File: src/slr_pkg.sv
// Shared types and constants for the stereo linear resampler.
`timescale 1ns / 1ps
package slr_pkg;

  // Sample and register widths
  localparam int SAMPLE_W = 16;
  localparam int INC_W    = 32;
  localparam int SUM_W    = INC_W + 1;

  // Cap on results emitted for one input item
  localparam int MAX_OUT = 64;
  localparam int CNT_W   = $clog2(MAX_OUT);

  // Configuration space: one 32-bit register per word
  localparam int CFG_ADDR_W = 3;
  localparam int REG_IDX_W  = CFG_ADDR_W - 2;
  localparam logic [REG_IDX_W-1:0] REG_PHASE_INC = '0;
  localparam logic [INC_W-1:0]     PHASE_INC_RST = 32'h4000_0000;

  // Sequencer states
  typedef enum logic [1:0] {
    ST_IDLE,
    ST_MUL,
    ST_EMIT
  } slr_state_t;

  // Per-lane strobes from the sequencer
  typedef struct packed {
    logic take;       // latch the current frame
    logic skip_take;  // skipped frame goes straight to prev
    logic mul;        // load the product register
    logic commit;     // current frame becomes prev
  } lane_ctl_t;

endpackage

File: src/slr_in_if.sv
// Input channel: one stereo frame per item.
`timescale 1ns / 1ps
interface slr_in_if
  import slr_pkg::*;
();
  logic                       valid;
  logic                       ready;
  logic signed [SAMPLE_W-1:0] left_sample;
  logic signed [SAMPLE_W-1:0] right_sample;

  modport source (output valid, output left_sample, output right_sample, input ready);
  modport sink   (input valid, input left_sample, input right_sample, output ready);
endinterface

File: src/slr_out_if.sv
// Result channel: one interpolated stereo frame per item.
`timescale 1ns / 1ps
interface slr_out_if
  import slr_pkg::*;
();
  logic                       valid;
  logic                       ready;
  logic signed [SAMPLE_W-1:0] left_out;
  logic signed [SAMPLE_W-1:0] right_out;
  logic                       last;

  modport source (output valid, output left_out, output right_out, output last, input ready);
  modport sink   (input valid, input left_out, input right_out, input last, output ready);
endinterface

File: src/slr_lane.sv
// One channel lane: holds prev/current sample and interpolates between them.
`timescale 1ns / 1ps
module slr_lane
  import slr_pkg::*;
#(
  parameter int COEF_BITS = 15
) (
  input  logic                       clk,
  input  logic                       rst_n,
  input  lane_ctl_t                  ctl,
  input  logic signed [SAMPLE_W-1:0] sample_in,
  input  logic [COEF_BITS-1:0]       coef,
  output logic signed [SAMPLE_W-1:0] result
);

  localparam int DIFF_W = SAMPLE_W + 1;
  localparam int PROD_W = DIFF_W + COEF_BITS + 1;

  logic signed [SAMPLE_W-1:0] prev_r, prev_nxt;
  logic signed [SAMPLE_W-1:0] cur_r;
  logic signed [PROD_W-1:0]   prod_r, prod_nxt;
  logic signed [DIFF_W-1:0]   diff;
  logic signed [PROD_W-1:0]   shifted;
  logic signed [PROD_W-1:0]   sum;

  // Difference times unsigned coefficient, registered before the add
  always_comb begin
    diff     = DIFF_W'(cur_r) - DIFF_W'(prev_r);
    prod_nxt = PROD_W'(diff) * PROD_W'($signed({1'b0, coef}));
  end

  // Floor shift and add back; result always lies between prev and cur
  always_comb begin
    shifted = prod_r >>> COEF_BITS;
    sum     = PROD_W'(prev_r) + shifted;
    result  = sum[SAMPLE_W-1:0];
  end

  // Previous sample update
  always_comb begin
    prev_nxt = prev_r;
    if (ctl.skip_take) begin
      prev_nxt = sample_in;
    end else if (ctl.commit) begin
      prev_nxt = cur_r;
    end
  end

  always_ff @(posedge clk) begin
    if (!rst_n) begin
      prev_r <= '0;
    end else begin
      prev_r <= prev_nxt;
    end
  end

  // Payload registers
  always_ff @(posedge clk) begin
    if (ctl.take) begin
      cur_r <= sample_in;
    end
    if (ctl.mul) begin
      prod_r <= prod_nxt;
    end
  end

endmodule

File: src/slr_ctrl.sv
// Sequencer: phase accumulator, skip count and per-item emission loop.
`timescale 1ns / 1ps
module slr_ctrl
  import slr_pkg::*;
#(
  parameter int PHASE_BITS = 30,
  parameter int COEF_BITS  = 15
) (
  input  logic                 clk,
  input  logic                 rst_n,
  input  logic                 in_valid,
  output logic                 in_ready,
  input  logic                 out_free,
  input  logic [INC_W-1:0]     phase_inc,
  output logic [COEF_BITS-1:0] coef,
  output lane_ctl_t            lane_ctl,
  output logic                 out_load,
  output logic                 out_last
);

  localparam int SKIP_W = SUM_W - PHASE_BITS;

  slr_state_t              state_r, state_nxt;
  logic [PHASE_BITS-1:0]   frac_r, frac_nxt;
  logic [SKIP_W-1:0]       skip_r, skip_nxt;
  logic [CNT_W-1:0]        cnt_r, cnt_nxt;
  logic [SUM_W-1:0]        sum;
  logic [SKIP_W-1:0]       carry;
  logic                    accept;
  logic                    emit;
  logic                    finish;

  // Phase step for the result being emitted
  always_comb begin
    sum    = SUM_W'(frac_r) + SUM_W'(phase_inc);
    carry  = sum[SUM_W-1:PHASE_BITS];
    accept = (state_r == ST_IDLE) && in_valid;
    emit   = (state_r == ST_EMIT) && out_free;
    finish = (carry != '0) || (cnt_r == CNT_W'(MAX_OUT - 1));
  end

  assign coef = frac_r[PHASE_BITS-1 -: COEF_BITS];

  // Next state
  always_comb begin
    state_nxt = state_r;
    case (state_r)
      ST_IDLE: begin
        if (accept && (skip_r == '0)) begin
          state_nxt = ST_MUL;
        end
      end
      ST_MUL: begin
        state_nxt = ST_EMIT;
      end
      ST_EMIT: begin
        if (emit) begin
          state_nxt = finish ? ST_IDLE : ST_MUL;
        end
      end
      default: begin
        state_nxt = ST_IDLE;
      end
    endcase
  end

  // Outputs and datapath next values
  always_comb begin
    in_ready  = 1'b0;
    lane_ctl  = '0;
    out_load  = 1'b0;
    out_last  = 1'b0;
    frac_nxt  = frac_r;
    skip_nxt  = skip_r;
    cnt_nxt   = cnt_r;
    case (state_r)
      ST_IDLE: begin
        in_ready = 1'b1;
        if (accept) begin
          if (skip_r != '0) begin
            lane_ctl.skip_take = 1'b1;
            skip_nxt           = skip_r - 1'b1;
          end else begin
            lane_ctl.take = 1'b1;
            cnt_nxt       = '0;
          end
        end
      end
      ST_MUL: begin
        lane_ctl.mul = 1'b1;
      end
      ST_EMIT: begin
        if (emit) begin
          out_load = 1'b1;
          out_last = finish;
          frac_nxt = sum[PHASE_BITS-1:0];
          cnt_nxt  = cnt_r + 1'b1;
          if (carry != '0) begin
            skip_nxt = carry - 1'b1;
          end
          if (finish) begin
            lane_ctl.commit = 1'b1;
          end
        end
      end
      default: begin
        in_ready = 1'b0;
      end
    endcase
  end

  always_ff @(posedge clk) begin
    if (!rst_n) begin
      state_r <= ST_IDLE;
      frac_r  <= '0;
      skip_r  <= '0;
      cnt_r   <= '0;
    end else begin
      state_r <= state_nxt;
      frac_r  <= frac_nxt;
      skip_r  <= skip_nxt;
      cnt_r   <= cnt_nxt;
    end
  end

endmodule

File: src/stereo_linear_resampler.sv
// Data path: a taken item is latched into cur; for each result the product register is loaded,
// then the sum is added into the output register once out_free allows. A skipped frame goes
// straight to prev while idle, and the next item is taken in the cycle after the last result
// of the previous one is loaded.
// Reset (synchronous, rst_n low): sequencer idle, prev samples, phase and skip count
// zero, phase_increment 2^30, output register empty.
`timescale 1ns / 1ps
module stereo_linear_resampler
  import slr_pkg::*;
#(
  parameter int PHASE_BITS = 30,
  parameter int COEF_BITS  = 15
) (
  input  logic                  clk,
  input  logic                  rst_n,
  slr_in_if.sink                in_chan,
  slr_out_if.source             out_chan,
  input  logic                  cfg_psel,
  input  logic                  cfg_penable,
  input  logic                  cfg_pwrite,
  input  logic [CFG_ADDR_W-1:0] cfg_paddr,
  input  logic [INC_W-1:0]      cfg_pwdata,
  output logic [INC_W-1:0]      cfg_prdata,
  output logic                  cfg_pready
);

  logic [INC_W-1:0]           inc_r, inc_nxt;
  logic [REG_IDX_W-1:0]       reg_idx;
  logic                       cfg_wr;
  logic [COEF_BITS-1:0]       coef;
  lane_ctl_t                  lane_ctl;
  logic                       out_load;
  logic                       out_last;
  logic                       out_free;
  logic signed [SAMPLE_W-1:0] left_res, right_res;
  logic                       out_valid_r, out_valid_nxt;
  logic signed [SAMPLE_W-1:0] left_r, right_r;
  logic                       last_r;

  // Configuration register
  always_comb begin
    reg_idx    = cfg_paddr[CFG_ADDR_W-1:2];
    cfg_pready = 1'b1;
    cfg_wr     = cfg_psel && cfg_penable && cfg_pwrite;
    inc_nxt    = inc_r;
    if (cfg_wr && (reg_idx == REG_PHASE_INC)) begin
      inc_nxt = cfg_pwdata;
    end
    cfg_prdata = (reg_idx == REG_PHASE_INC) ? inc_r : '0;
  end

  always_ff @(posedge clk) begin
    if (!rst_n) begin
      inc_r <= PHASE_INC_RST;
    end else begin
      inc_r <= inc_nxt;
    end
  end

  // Sequencer
  slr_ctrl #(
    .PHASE_BITS (PHASE_BITS),
    .COEF_BITS  (COEF_BITS)
  ) u_ctrl (
    .clk       (clk),
    .rst_n     (rst_n),
    .in_valid  (in_chan.valid),
    .in_ready  (in_chan.ready),
    .out_free  (out_free),
    .phase_inc (inc_r),
    .coef      (coef),
    .lane_ctl  (lane_ctl),
    .out_load  (out_load),
    .out_last  (out_last)
  );

  // Left and right lanes
  slr_lane #(.COEF_BITS(COEF_BITS)) u_lane_left (
    .clk       (clk),
    .rst_n     (rst_n),
    .ctl       (lane_ctl),
    .sample_in (in_chan.left_sample),
    .coef      (coef),
    .result    (left_res)
  );

  slr_lane #(.COEF_BITS(COEF_BITS)) u_lane_right (
    .clk       (clk),
    .rst_n     (rst_n),
    .ctl       (lane_ctl),
    .sample_in (in_chan.right_sample),
    .coef      (coef),
    .result    (right_res)
  );

  // Merge the lanes into the output register
  always_comb begin
    out_free      = !out_valid_r || out_chan.ready;
    out_valid_nxt = out_valid_r;
    if (out_load) begin
      out_valid_nxt = 1'b1;
    end else if (out_chan.ready) begin
      out_valid_nxt = 1'b0;
    end
  end

  always_ff @(posedge clk) begin
    if (!rst_n) begin
      out_valid_r <= 1'b0;
    end else begin
      out_valid_r <= out_valid_nxt;
    end
  end

  always_ff @(posedge clk) begin
    if (out_load) begin
      left_r  <= left_res;
      right_r <= right_res;
      last_r  <= out_last;
    end
  end

  assign out_chan.valid     = out_valid_r;
  assign out_chan.left_out  = left_r;
  assign out_chan.right_out = right_r;
  assign out_chan.last      = last_r;

endmodule

File: src/flat_wrapper.sv
// flat-port wrapper written by rule: the top's interface ports become plain ports
module stereo_linear_resampler_flat import slr_pkg::*;
#(
  parameter int PHASE_BITS = 30,
  parameter int COEF_BITS  = 15
)
  (clk, rst_n, cfg_psel, cfg_penable, cfg_pwrite, cfg_paddr, cfg_pwdata, cfg_prdata, cfg_pready, in_chan_valid, in_chan_left_sample, in_chan_right_sample, in_chan_ready, out_chan_valid, out_chan_left_out, out_chan_right_out, out_chan_last, out_chan_ready);
  slr_in_if in_chan_i ();
  slr_out_if out_chan_i ();
  input  logic clk;
  input  logic rst_n;
  input  logic cfg_psel;
  input  logic cfg_penable;
  input  logic cfg_pwrite;
  input  logic [CFG_ADDR_W-1:0] cfg_paddr;
  input  logic [INC_W-1:0] cfg_pwdata;
  output logic [INC_W-1:0] cfg_prdata;
  output logic cfg_pready;
  input wire logic [$bits(in_chan_i.valid)-1:0] in_chan_valid;
  input wire logic [$bits(in_chan_i.left_sample)-1:0] in_chan_left_sample;
  input wire logic [$bits(in_chan_i.right_sample)-1:0] in_chan_right_sample;
  output wire logic [$bits(in_chan_i.ready)-1:0] in_chan_ready;
  output wire logic [$bits(out_chan_i.valid)-1:0] out_chan_valid;
  output wire logic [$bits(out_chan_i.left_out)-1:0] out_chan_left_out;
  output wire logic [$bits(out_chan_i.right_out)-1:0] out_chan_right_out;
  output wire logic [$bits(out_chan_i.last)-1:0] out_chan_last;
  input wire logic [$bits(out_chan_i.ready)-1:0] out_chan_ready;
  assign in_chan_i.valid = in_chan_valid;
  assign in_chan_i.left_sample = in_chan_left_sample;
  assign in_chan_i.right_sample = in_chan_right_sample;
  assign in_chan_ready = in_chan_i.ready;
  assign out_chan_valid = out_chan_i.valid;
  assign out_chan_left_out = out_chan_i.left_out;
  assign out_chan_right_out = out_chan_i.right_out;
  assign out_chan_last = out_chan_i.last;
  assign out_chan_i.ready = out_chan_ready;
  stereo_linear_resampler #(.PHASE_BITS(PHASE_BITS), .COEF_BITS(COEF_BITS)) u_core (.clk(clk), .rst_n(rst_n), .in_chan(in_chan_i), .out_chan(out_chan_i), .cfg_psel(cfg_psel), .cfg_penable(cfg_penable), .cfg_pwrite(cfg_pwrite), .cfg_paddr(cfg_paddr), .cfg_pwdata(cfg_pwdata), .cfg_prdata(cfg_prdata), .cfg_pready(cfg_pready));
endmodule
File: config.mk
export PLATFORM = sky130hd
export DESIGN_NAME = stereo_linear_resampler_flat
export DESIGN_NICKNAME = d
export VERILOG_FILES = /design/src/slr_pkg.sv /design/src/slr_in_if.sv /design/src/slr_out_if.sv /design/src/slr_lane.sv /design/src/slr_ctrl.sv /design/src/stereo_linear_resampler.sv /design/src/flat_wrapper.sv
export SDC_FILE = /design/constraint.sdc
export NUM_CORES = 2
export LEC_CHECK = 0
export BUFFER_PORTS_ARGS = -buffer_cell sky130_fd_sc_hd__buf_2
export CAP_MARGIN = 30
export CORE_MARGIN = 2
export CORE_UTILIZATION = 65
export CTS_BUF_LIST = sky130_fd_sc_hd__clkbuf_16
export DETAILED_ROUTE_END_ITERATION = 8
export PLACE_DENSITY_LB_ADDON = 0.15
export SLEW_MARGIN = 20
export SYNTH_ARGS = -nofsm -noshare
export SYNTH_HDL_FRONTEND = slang
export SYNTH_SLANG_ARGS = --single-unit
File: constraint.sdc
create_clock -name clk -period 10.8 [get_ports clk]
set_clock_uncertainty 0.05 [all_clocks]
set_input_delay 2.16 -clock clk [delete_from_list [all_inputs] [get_ports clk]]
set_output_delay 2.16 -clock clk [all_outputs]
set_load 0.05 [all_outputs]
-- After elaboration in Yosys (flattened, before gate mapping)
Index checks and enable logic that the tools add are counted.
- output and inout bits: 68
- bits of input ports: 74
- bits in registers: 233
- word-level logic and storage cells: 86
- add/subtract/negate cells: 8
- mux-type cells: 31
- reductions and logical operators: 20
- multipliers: 2
- bitwise logic cells: 1
- equal/unequal tests: 9
- operator list (kind ; number):
    two-way mux 16 bit ; 4
    multiplier 17 x 16 -> 31 bit ; 2
    subtractor 16 x 16 -> 17 bit ; 2
    adder 30 x 32 -> 33 bit ; 1
    adder 16 bit ; 2
    two-way mux 32 bit ; 1
    two-way mux 6 bit ; 3
    two-way mux 1 bit ; 12
    two-way mux 3 bit ; 4
    one-hot mux 6 bit (2 select lines) ; 1
    two-way mux 2 bit ; 4
    adder 6 x 1 -> 6 bit (second input constant) ; 1
    == test 6 bit (second input constant) ; 1
    logical AND 1 bit ; 6
    != test 2 x 1 -> 1 bit (second input constant) ; 3
    != test 2 bit (second input constant) ; 3
    one-hot mux 2 bit (3 select lines) ; 1
    one-hot mux 3 bit (2 select lines) ; 1
    nonzero test 2 bit ; 3
    nonzero test 3 bit ; 2
    subtractor 3 x 1 -> 3 bit (second input constant) ; 2
    AND reduction 5 bit ; 1
    AND reduction 2 bit ; 2
    AND reduction 4 bit ; 1
    other kinds (7) ; 8

-- Longest topological paths before layout
- word-level depth: 8
- gate-level depth with buffers: 37
- gate-level depth less buffers: 37

-- By module
A second synthesis with hierarchy kept.
- cells, all modules: 3344
- area, all modules: 30661.9 um^2
- by module, submodules not included (module ; seq. area each (um^2) ; cells an instance ; area an instance (um^2) ; times used):
    slr_lane (u_core.u_lane_right) ; 1281.2 ; 1353 ; 12289.3 ; 1
    slr_lane (u_core.u_lane_left) ; 1281.2 ; 1334 ; 12285.5 ; 1
    slr_ctrl ; 820.8 ; 443 ; 3514.6 ; 1
    stereo_linear_resampler ; 1651.6 ; 214 ; 2572.5 ; 1

-- Least setup slack after synthesis
No wires, ideal clock.
- kind: register -> register
- from: reg u_core.u_lane_left.prev_r[2]
- to: reg u_core.u_lane_left.prod_r[30] (data pin)
- arrival time: 8208 ps
- slack: 2282 ps
- setup time: 260 ps
- cell stages (with the launch flop): 35
- path through: dfxtp_1 -> inv_1 -> ha_1 -> nor2b_1 -> o31a_1 -> o211ai_1 -> a21oi_1 -> o311a_1 -> o21a_1 -> o21ai_1 -> a31o_2 -> clkbuf_1 -> and2_1 -> fa_1 -> inv_1 -> fa_1 -> inv_1 -> fa_1 -> fa_1 -> fa_1 -> inv_1 -> fa_1 -> inv_1 -> ha_1 -> a21o_1 -> a21o_1 -> a21o_1 -> a21o_1 -> a21o_1 -> a41o_1 -> o31ai_2 -> o21ai_0 -> o21a_1 -> nor2_1 -> xnor2_1
- cells in the longest elaborated chain, start to end: 2
- ends and longest elaborated chain (what ; RTL line ; RTL):
    start, declared ; slr_lane.sv:19 ; logic signed [SAMPLE_W-1:0] prev_r, prev_nxt;
    start signal, assigned ; slr_lane.sv:53 ; prev_r <= prev_nxt;
    subtractor 16 x 16 -> 17 bit ; slr_lane.sv:28 ; diff = DIFF_W'(cur_r) - DIFF_W'(prev_r);
    multiplier 17 x 16 -> 31 bit ; slr_lane.sv:29 ; prod_nxt = PROD_W'(diff) * PROD_W'($signed({1'b0, coef}));
    via u_core.u_lane_left.prod_nxt[30] ; slr_lane.sv:21 ; logic signed [PROD_W-1:0] prod_r, prod_nxt;
    end signal, assigned ; slr_lane.sv:63 ; prod_r <= prod_nxt;
    end, declared ; slr_lane.sv:21 ;
The timed path passes the listed nets, and every way through them passes these cells.
A chain may end at the register's enable or synchronous reset.

-- Worst setup path after layout
- from: reg u_core.u_lane_left.cur_r[0]
- to: reg u_core.u_lane_left.prod_r[30] (data pin)
- cells in the longest elaborated chain, start to end: 2
- ends and longest elaborated chain (what ; RTL line ; RTL):
    start, declared ; slr_lane.sv:20 ; logic signed [SAMPLE_W-1:0] cur_r;
    start signal, assigned ; slr_lane.sv:60 ; cur_r <= sample_in;
    subtractor 16 x 16 -> 17 bit ; slr_lane.sv:28 ;
    multiplier 17 x 16 -> 31 bit ; slr_lane.sv:29 ;
    via u_core.u_lane_left.prod_nxt[30] ; slr_lane.sv:21 ;
The timed path passes the listed nets, and every way through them passes these cells.

==> impl_results.md <==
- Cell row count: 78
- CTS buffer count: 23
- Crit path from: u_core.u_lane_left.cur_r[0]
- Crit Path Max Fanout: 17
- Post-Syn Nets: approximately 4100
- Setup TNS Final: 0 ps
- Metal2 WL: between 30000 and 40000 um
- Worst r2r path cells: 34
- Routed length on met1: 31000 um
- Synth area leaders: fa_1, ha_1, edfxtp_1
- Yosys cell types: 86
- Layout cells sized above 1: 0.0838
- Post-synth EDFFs: just under 100
- Cell type with the largest total area after synthesis: fa_1
- Crit. End Element: register
- Synth Area in Adders: 0.427
- Post-synth top flop: dfxtp_1
- Postcts setup bufs: 0
- Via count: 23075
- Combinational family with the most area after synthesis: adder cells
- Largest net degree at the start of global routing: between 70 and 80
- Post-route minimum period: 9550 ps
- Die area: between 40000 and 50000 sq um
- Dpl hpwl: about 55000 um
- Met3 WL post-DR: between 6000 and 7000 um
- Critical Path Start Type: register
- Worst r2r src: u_core.u_lane_left.cur_r[0]
- DRT Pass-1 Iters: 6
- Peak VDD IR: between 0.2 and 0.25 mV
- Post-Route WL: 75200 um
- Crit path max-delay family: compound AO/OA/AOI/OAI gates
- Grt ovf: 0
- Crit path depth: 34
- Top-area cell type share of the netlist area: 0.322
- Maximum Capacitance Violations: 0
- Setup repair after global routing missed its margin: no
- Vias per Instance: about 5.8
- Final Net Count: 4172
- CTS tree: built
- Commonest cells post-synth: inv_1, fa_1, nand2_1
- CP Data Arrival Time: 9790 ps
- Final routed DRC violation total: 0
- Synthesis-stage register bit count: 203
- Syn avg cell area: around 9.2 sq um
- First-pass GRT wire length: 122000 um
- Highest routed layer: met5
- Clock-pin slew on the worst setup and hold paths: roughly 60 ps
- Tot GR Track Use: 0.322
- Leak: 16.2 nW
- Top-count cell post-synth: inv_1
- Most used cell, CP: fa_1
- WL/cell: 18.9 um
- Data required time of the critical path: 11050 ps
- Hold Crit Class: reg2reg
- Compound-cell area share of the yosys netlist: 0.0932
- Hold Path Stages: 2
- Crit share post-route: 0.884
- Crit path largest cell delay: between 500 and 600 ps
- Mux cell area share after synthesis: 0.000332
- Power per Cell Area: between 150 and 200 nW/um^2
- Synth Cell Area: approximately 30000 sq um
- Synth warn: 0
- Antenna viol nets, final: 0
- H-tree levels: 1
- Clock sink count: 203
- Initial antenna violation count: 2
- Initial DRC Count: roughly 1700
- Slew Viols, Final: 0
- Vias in the first global route: ~24000
- Critical setup path kind: reg2reg
- Post-Synthesis Cells: around 3300
- PortBufs: around 140
- Die Y: 219 um
- Core Area: around 46000 sq um
- Clock Tree Buf Depth: 3
- # IOs: 142
- Share of flip-flops with an asynchronous set or reset: 0
- Starting Density: 0.661
- Power after layout: between 4 and 5 mW
- Die span in x: ~220 um
- XOR/XNOR share of the synthesized area: 0.0436
- Hold Vio Cnt, Final: 0
- GP Congestion: between 0.8 and 0.9
- Worst-Margin Slew: between 1000 and 1500 ps
- Final core occ: 0.711
- Clk_lat worst skew: around 540 ps
- Final setup viols: 0
- CP bufs+invs: 5
- Root buf cell: clkbuf_16
- Hold buffer count at cts: 0
- Syn-to-layout area delta: 7.56%
- Max frequency: roughly 100 MHz
- Outcome: complete, no violations
- Critical path's slowest cell: fa_1
- Hold_sp: u_core.u_ctrl.frac_r[0]
- PostCTS Resize Cnt: 0
- Synth Area in Simple Gates: 0.171
- Worst relative slew slack: 0.333
- Sequential-to-total area share from yosys stat: 0.167
[flip-flops by register name (all words and copies together), names as in the netlist]
name / flops
u_core.u_lane_left.prev_r: 16
u_core.inc_r: 32
u_core.u_lane_left.cur_r: 16
u_core.u_ctrl.cnt_r: 6
u_core.u_lane_right.prev_r: 16
u_core.u_lane_left.prod_r: 16
u_core.out_chan.left_out: 16
u_core.out_chan.right_out: 16
u_core.u_ctrl.skip_r: 3
u_core.u_lane_right.cur_r: 16
u_core.out_chan.valid: 1
u_core.out_chan.last: 1
u_core.u_ctrl.state_r: 2
u_core.u_lane_right.prod_r: 16
u_core.u_ctrl.frac_r: 30
[final timing paths]
check                                                endpoint  slack [ps]
worst max-delay path            u_core.u_lane_left.prod_r[30]        1250
worst min-delay path                  u_core.u_ctrl.frac_r[0]         420
worst max register to register  u_core.u_lane_left.prod_r[30]        1250
worst min register to register        u_core.u_ctrl.frac_r[0]         420
[final cells by class]
type                            instances  area (sq um)
Antenna cell                            3          7.51
Timing Repair Buffer                  187          1170
Fill cell                            3431         13200
Tap cell                              600           751
Sequential cell                       203          5040
Clock inverter                         18           221
Multi-Input combinational cell       2323         22300
Inverter                              623          2340
Clock buffer                           24           601
[stage by stage]
step                area (sq um)  cells  hold WS [ps]  setup slack [ps]
global route               32400   3978           452               640
finish                     32400   3981           424              1250
CTS                        32300   3970           427              1300
global placement           31400   3925           404              1590
detailed placement         31400   3928           418              1330
floorplan                  30100   3290           395              2280
[metal layers]
layer | up-vias | track usage
met1 | 11557 | 0.444
met5 | - | 0
met4 | 4 | 0.0989
met2 | 955 | 0.533
li1 | 10408 | -
met3 | 151 | 0.0437
[cell families after synthesis]
kind of cell	Yosys count
muxes	1
and+or+nand+nor	1041
AOI/OAI and AO/OA	393
buffers and inverters	764
other	1
adders and majority gates	737
xor gates and xnor gates	150
DFF	203
[power by group]
part,switching [mW],internal [mW]
Clock,0.354,0.507
Sequential,0.127,1.01
Combinational,2.00,0.929
Total,2.49,2.45
[cells in the final DEF (no fill, tap or decap), types with 68 or more instances in the layout]
cell	instances
nor2_1	116
buf_2	138
fa_1	485
ha_1	252
inv_1	624
nand2_1	418
dfxtp_1	99
and2_1	225
a21oi_1	68
xnor2_1	93
edfxtp_1	97
nor2b_1	89
[worst register-to-register path: cells and delay by family (launching register included)]
kind,cells,cell delay (ps)
adder cells (fa/ha/maj),9,3670
XOR/XNOR,1,70
AO/OA/AOI/OAI,16,4090
flip-flops,1,390
buffers and inverters,5,510
AND/OR/NAND/NOR,3,500
No activity file was read; power rests on OpenSTA's default activity.
